`src/rtl/assert_macros.svh`:
```
// Assertion macros used by the queue of the matrix builder.
`ifndef ASSERT_MACROS_SVH
`define ASSERT_MACROS_SVH
`ifndef ASSERT_OFF
`define TRS_ASSERT(lbl, clk, rstn, prop) \
	lbl: assert property (@(posedge clk) disable iff (!rstn) prop) \
		else $error("trs assertion failed");
`define TRS_ASSERT_ALWAYS(lbl, clk, prop) \
	lbl: assert property (@(posedge clk) prop) \
		else $error("trs assertion failed");
`else
`define TRS_ASSERT(lbl, clk, rstn, prop)
`define TRS_ASSERT_ALWAYS(lbl, clk, prop)
`endif
`endif

```
`src/rtl/trs_pkg.sv`:
```
// Shared constants, types and fixed-point helpers of the matrix builder.
package trs_pkg;
	localparam int FRAC_BITS    = 16;
	localparam int ANGLE_BITS   = 16;
	localparam int CORDIC_STEPS = 30;
	localparam int CW           = 34;
	localparam int TW           = FRAC_BITS + 2;
	localparam int RW           = FRAC_BITS + 3;
	localparam int FRONT_LAT    = CORDIC_STEPS + 2;
	localparam int QDEPTH       = 16;
	localparam int QAW          = 4;

	localparam logic signed [CW-1:0] CORDIC_GAIN = 34'sd652032874;

	localparam logic signed [CW-1:0] ATAN_PHASE [0:CORDIC_STEPS-1] = '{
		34'sd536870912, 34'sd316933406, 34'sd167458907, 34'sd85004756,
		34'sd42667331, 34'sd21354465, 34'sd10679838, 34'sd5340245,
		34'sd2670163, 34'sd1335087, 34'sd667544, 34'sd333772,
		34'sd166886, 34'sd83443, 34'sd41722, 34'sd20861,
		34'sd10430, 34'sd5215, 34'sd2608, 34'sd1304,
		34'sd652, 34'sd326, 34'sd163, 34'sd81,
		34'sd41, 34'sd20, 34'sd10, 34'sd5,
		34'sd3, 34'sd1
	};

	localparam logic signed [2*RW-1:0] MUL_HALF = (2*RW)'(1) << (FRAC_BITS - 1);

	typedef struct packed {
		logic signed [TW-1:0] sx;
		logic signed [TW-1:0] cx;
		logic signed [TW-1:0] sy;
		logic signed [TW-1:0] cy;
		logic signed [TW-1:0] sz;
		logic signed [TW-1:0] cz;
	} trig_t;

	typedef struct packed {
		logic signed [31:0] pos_x;
		logic signed [31:0] pos_y;
		logic signed [31:0] pos_z;
		logic signed [31:0] scale_x;
		logic signed [31:0] scale_y;
		logic signed [31:0] scale_z;
	} pose_t;

	typedef struct packed {
		logic space;
		logic avail;
	} qstat_t;

	// Fixed-point product rounded to nearest, halves toward plus infinity.
	function automatic logic signed [RW-1:0] fx_mul(input logic signed [RW-1:0] a,
		input logic signed [RW-1:0] b);
		logic signed [2*RW-1:0] p;
		p = a * b;
		p = p + MUL_HALF;
		return p[FRAC_BITS +: RW];
	endfunction
endpackage

```
`src/rtl/trs_queue.sv`:
```
// Queue between front and back: pose words at accept, trig words on lane exit.
`include "assert_macros.svh"
module trs_queue (
	input  logic             clk,
	input  logic             arst_n,
	input  logic             push_pose,
	input  trs_pkg::pose_t   pose_in,
	input  logic             push_trig,
	input  trs_pkg::trig_t   trig_in,
	input  logic             pop,
	output trs_pkg::qstat_t  qstat,
	output trs_pkg::pose_t   pose_out,
	output trs_pkg::trig_t   trig_out
);
	localparam int AW = trs_pkg::QAW;

	trs_pkg::pose_t pose_mem [0:trs_pkg::QDEPTH-1];
	trs_pkg::trig_t trig_mem [0:trs_pkg::QDEPTH-1];
	logic [AW:0] alloc_wp_q, trig_wp_q, rd_q;
	logic [AW:0] alloc_cnt, ready_cnt;
	logic [AW:0] rd_next;

	assign alloc_cnt   = alloc_wp_q - rd_q;
	assign ready_cnt   = trig_wp_q - rd_q;
	assign qstat.space = alloc_cnt < (AW+1)'(trs_pkg::QDEPTH);
	assign qstat.avail = ready_cnt != '0;
	assign rd_next     = pop ? rd_q + 1'b1 : rd_q;

	always_ff @(posedge clk) begin
		if (push_pose) begin
			pose_mem[alloc_wp_q[AW-1:0]] <= pose_in;
		end
		if (push_trig) begin
			trig_mem[trig_wp_q[AW-1:0]] <= trig_in;
		end
	end

	// The head words are registered from the next read address. A pose is written long
	// before its angles, so only the trig word needs a bypass into the slot read next.
	always_ff @(posedge clk) begin
		pose_out <= pose_mem[rd_next[AW-1:0]];
		if (push_trig && trig_wp_q[AW-1:0] == rd_next[AW-1:0]) begin
			trig_out <= trig_in;
		end else begin
			trig_out <= trig_mem[rd_next[AW-1:0]];
		end
	end

	always_ff @(posedge clk or negedge arst_n) begin
		if (!arst_n) begin
			alloc_wp_q <= '0;
			trig_wp_q  <= '0;
			rd_q       <= '0;
		end else begin
			if (push_pose) begin
				alloc_wp_q <= alloc_wp_q + 1'b1;
			end
			if (push_trig) begin
				trig_wp_q <= trig_wp_q + 1'b1;
			end
			if (pop) begin
				rd_q <= rd_q + 1'b1;
			end
		end
	end

	`TRS_ASSERT_ALWAYS(a_alloc_bound, clk, alloc_cnt <= (AW+1)'(trs_pkg::QDEPTH))
	`TRS_ASSERT(a_ready_within_alloc, clk, arst_n, ready_cnt <= alloc_cnt)
	`TRS_ASSERT(a_pop_has_data, clk, arst_n, pop |-> ready_cnt != '0)
	`TRS_ASSERT(a_trig_has_slot, clk, arst_n, push_trig |-> ready_cnt < alloc_cnt)
endmodule

```
`config.mk`:
```
export PLATFORM = sky130hd
export DESIGN_NAME = trs_queue
export DESIGN_NICKNAME = d
export VERILOG_FILES = /design/src/rtl/trs_pkg.sv /design/src/rtl/trs_queue.sv
export VERILOG_INCLUDE_DIRS = /design/src /design/src/rtl
export SDC_FILE = /design/constraint.sdc
export NUM_CORES = 2
export LEC_CHECK = 0
export BUFFER_PORTS_ARGS = -buffer_cell sky130_fd_sc_hd__buf_2
export CORE_MARGIN = 2
export CORE_UTILIZATION = 57
export DETAILED_ROUTE_END_ITERATION = 10
export MAX_ROUTING_LAYER = met4
export PLACE_DENSITY = 0.74
export REMOVE_ABC_BUFFERS = 1
export SLEW_MARGIN = 20
export SYNTH_ARGS = -nofsm -noshare
export SYNTH_HDL_FRONTEND = slang
export SYNTH_MEMORY_MAX_BITS = 65536
export SYNTH_SLANG_ARGS = --single-unit
```
`constraint.sdc`:
```
create_clock -name clk -period 21.4 [get_ports clk]
set_clock_uncertainty 0.15 [all_clocks]
set_input_delay 2.14 -clock clk [delete_from_list [all_inputs] [get_ports clk]]
set_output_delay 2.14 -clock clk [all_outputs]
set_load 0.02 [all_outputs]
```
# == Yosys cells after proc, flatten, opt, wreduce, memory -nomap -nowiden ==
# Memory sizes are Yosys's and may differ from the RTL's. A register that Yosys moved wholly into a read port is not among the register bits.
# Cells that the tools add are included.
# classes
n_addsub,5
n_mux,5
n_reduce_logical,1
order_cmp,1
# ops
operator,n
$add A5 B1 Y5 const B,3
$sub A5 B5 Y5,2
$lt A5 B5 Y1 const B,1
$reduce_bool A5 Y1,1
$mux W1,4
$mux W4,1
# totals
ramBits,4800
memories,2
regBits,15
out_inout_bits,302
in_bits,305
# memory_table
memory,depth,width,rd,rd_clocked_by_memory_dff,wr,line,text
pose_mem,16,192,1,1,1,trs_queue.sv:17,trs_pkg::pose_t pose_mem [0:trs_pkg::QDEPTH-1];
trig_mem,16,108,1,1,1,trs_queue.sv:18,trs_pkg::trig_t trig_mem [0:trs_pkg::QDEPTH-1];

# == Depth between registers and ports, before layout ==
# depth
ltp_word,2
depth_mapped,12

# == Least setup slack after synthesis ==
# OpenSTA, ideal clock, no wires.
# synth_timing
path_type,input port to flip-flop
start,input port push_pose
end,memory pose_mem[3][0] in the netlist's numbering (enable)
path_slack_ns,4.791
t_required_ns,20.271
setup_time_ns,0.979
arrival_time_ns,15.480
cell_stages,3
path_cell_list,clkbuf_1 nand2_1 nor3_1
# synth_between
elab_chain_cells,2
# synth_lines
item,line,text
"start, declared",trs_queue.sv:6,"input logic push_pose,"
$mux W1,trs_queue.sv:30,if (push_pose) begin
$mux W1 (not written as such),trs_queue.sv:31,pose_mem[alloc_wp_q[AW-1:0]] <= pose_in;
"end, declared",trs_queue.sv:17,
# No other way between the ends.

==> run metrics <==
status=complete, no violations; Sw Pwr=10.9 mW; WS Path Type=reg -> out; hold-fix buffers at CTS=0; cell mode on critical path=buf_4; Post-DRT Antenna Nets=0; Reg clk slew, reported paths=60 ps; GRT Total Usage=29.7%; Post-synth top flop=edfxtp_1; starting density of the core=57.3%; Sw Share=34.1%; Die W=594 um; largest net degree at the start of global routing=187; post-CTS setup buffers=0; worst slew pin tran=1260 ps; worst hold path type=reg -> reg; Seq pwr share=39.3%; internal power=21.0 mW; CTS Buffer Depth=4; gp weighted congestion=0.778; port buffer count=606; first-pass GRT wire length=747000 um; die area=353000 um2; Final setup viols=0; Clk pwr share=27.3%; Final Max Slew Viols=0; TNS Setup=0 ps; Worst Min Path Start=alloc_wp_q[4]; RSZ-0062 raised after global routing=false; Core Util, Final=64.3%; row cnt=216; largest fanout on the critical path=70; worst flop-to-flop path startpoint=rd_q[0]; Peak Freq=124 MHz; Post-synth ARST share=0.299%; CTS tree=built; Synth cell types=52; crit path DAT=5770 ps; number of synthesized flops with an enable pin=4800; DRT Pass-1 Iters=9; DP Area=206000 um2; worst slack at placement=13290 ps; die height=594 um; vias in the first global route=109805; total core area=346000 um2; Syn Area/Cell=19.5 um2; wire per inst=32.8 um; min cycle time layout=8060 ps; Top Ports=607; Max Cap Viol=0; cells after synthesis=10196; peak supply drop=0.133 mV; fin crit share=37.6%; total clock sinks=5011; CP max-delay cell=buf_4; Nets=11021; drt drc=0; critical path launch point type=flip-flop; detailed router's first-iteration violation count=15893; post-DP HPWL=255000 um; Ys Warns=0; Final Cell Area=223000 um2; headroom to the max-slew limit=15.7%; layout cell share with drive strength beyond 1=23.0%; Crit. End Element=primary output; Final Hold Fails=0; Gate power share=33.4%; max incr delay on CP=930 ps; clk root buf=clkbuf_16; total CTS buffers=478; total routed wirelength=520000 um; cell area after synthesis=198000 um2; Leakage=72.3 nW; hold slack=342 ps; DR vias/cell=6.91; post-synthesis sequential area ratio=74.8%; antenna violations before repair=157; final setup margin=13340 ps; critical path required time=19110 ps; Area Growth Syn to Fin=12.2%; PD cells=143 nW/um2; via count=109522; post-CTS resize count=0; total gr overflow=0; htree depth=5; worst-path cell chain=buf_4 -> buf_4 -> buf_16 -> buf_4 -> mux4_2 -> mux4_2 -> buf_2; Worst-Skew Late Latency=1020 ps; Synth Register Bits=5011
## kinds of logic after synthesis
| kind of cell | after synthesis | share of synthesized area, % |
|---|---|---|
| DFF | 5011 | 74.8 |
| muxes | 1915 | 14.7 |
| AOI/OAI and AO/OA | 1763 | 6.91 |
| buffers and inverters | 787 | 1.79 |
| and+or+nand+nor | 688 | 1.54 |
| xor gates and xnor gates | 16 | 0.0782 |
| adders and majority gates | 16 | 0.101 |
## sequential cells by signal (all words and copies together), names as in the netlist, named ones only
register / flops
pose_out: 192
alloc_wp_q: 5
trig_mem: 1728
rd_q: 5
pose_mem: 3072
trig_wp_q: 5
## synthesized netlist by cell type (67+ instances only)
| cell type | number | share of area (%) |
|---|---|---|
| edfxtp_1 | 4800 | 73 |
| mux2i_1 | 949 | 4.8 |
| mux4_2 | 784 | 8.9 |
| o221ai_1 | 464 | 2.0 |
| clkbuf_1 | 409 | 0.77 |
| nand2_1 | 364 | 0.69 |
| o22ai_1 | 275 | 0.87 |
| buf_2 | 229 | 0.58 |
| a211oi_1 | 215 | 0.81 |
| dfxtp_1 | 196 | 2.0 |
| mux2_2 | 182 | 1.0 |
| a221oi_1 | 179 | 0.79 |
| a222oi_1 | 123 | 0.62 |
| o22a_1 | 113 | 0.50 |
| a31oi_1 | 103 | 0.32 |
| nand3_1 | 94 | 0.24 |
| nor2_1 | 74 | 0.14 |
| o21ai_0 | 68 | 0.17 |
| buf_1 | 67 | 0.13 |
## final timing paths
path,cells after the start,to,slack (ps)
max,7,trig_out[6],13340
min,1,alloc_wp_q[4],340
max reg2reg,9,pose_out[51],15180
min reg2reg,1,alloc_wp_q[4],340
max in group asynchronous,1,rd_q[0],19800
min in group asynchronous,1,rd_q[3],910
## cell type report
type                            count  area [um2]
Multi-Input combinational cell   4398       46600
Clock buffer                      606       12900
Sequential cell                  5011      148000
Timing Repair Buffer              798        4970
Tap cell                         4578        5730
Inverter                           13        80.1
Clock inverter                    303        3430
Fill cell                       22466      124000
Antenna cell                      147         368
## power groups by stage
stage          logic, mW  clock network (mW)  registers [mW]
2_1_floorplan       9.78                   0            13.4
5_1_grt             11.2                9.17            12.6
6_report            10.7                8.72            12.5
4_1_cts             10.6                8.80            12.5
3_5_place_dp        10.5                   0            12.7
3_3_place_gp        10.3                   0            12.7
## through the flow
step / cells / total power [mW]
5_1_grt: 15817 / 33.0
4_1_cts: 15704 / 31.9
6_report: 15854 / 31.9
2_1_floorplan: 9422 / 23.2
3_3_place_gp: 14795 / 22.9
3_5_place_dp: 14795 / 23.2
## critical path: cells and delay by family, from the launching register on
family,cells,cell delay [ps]
buffers and inverters,5,2870
muxes,2,950
DFF,1,850
## per-layer routing
| layer | routed length (um) | share of wire [%] | GRT usage (%) |
|---|---|---|---|
| met3 | 56300 | 11 | 6.60 |
| met1 | 191000 | 37 | 37.7 |
| met4 | 18700 | 3.6 | 11.6 |
| met5 | 0 | 0 | - |
| met2 | 254000 | 49 | 47.1 |
## layout by cell type (no fill, tap or decap), types with 41 or more instances in the layout
master	instances
buf_4	154
a222oi_1	123
a221oi_1	179
o22ai_1	275
mux4_2	784
nand2_1	361
bufinv_16	61
edfxtp_1	4800
clkinv_2	94
diode_2	147
o22a_1	113
a21oi_1	51
clkbuf_16	481
clkinv_1	91
dfxtp_1	192
buf_2	606
a31oi_1	103
mux2_2	182
nor3_1	46
clkbuf_1	84
mux2i_1	949
o21ai_0	68
clkbuf_8	41
nor2_1	47
o221ai_1	464
o211ai_1	42
nand3_1	94
a211oi_1	215
Note: power is estimated with default switching activity, not from simulation.
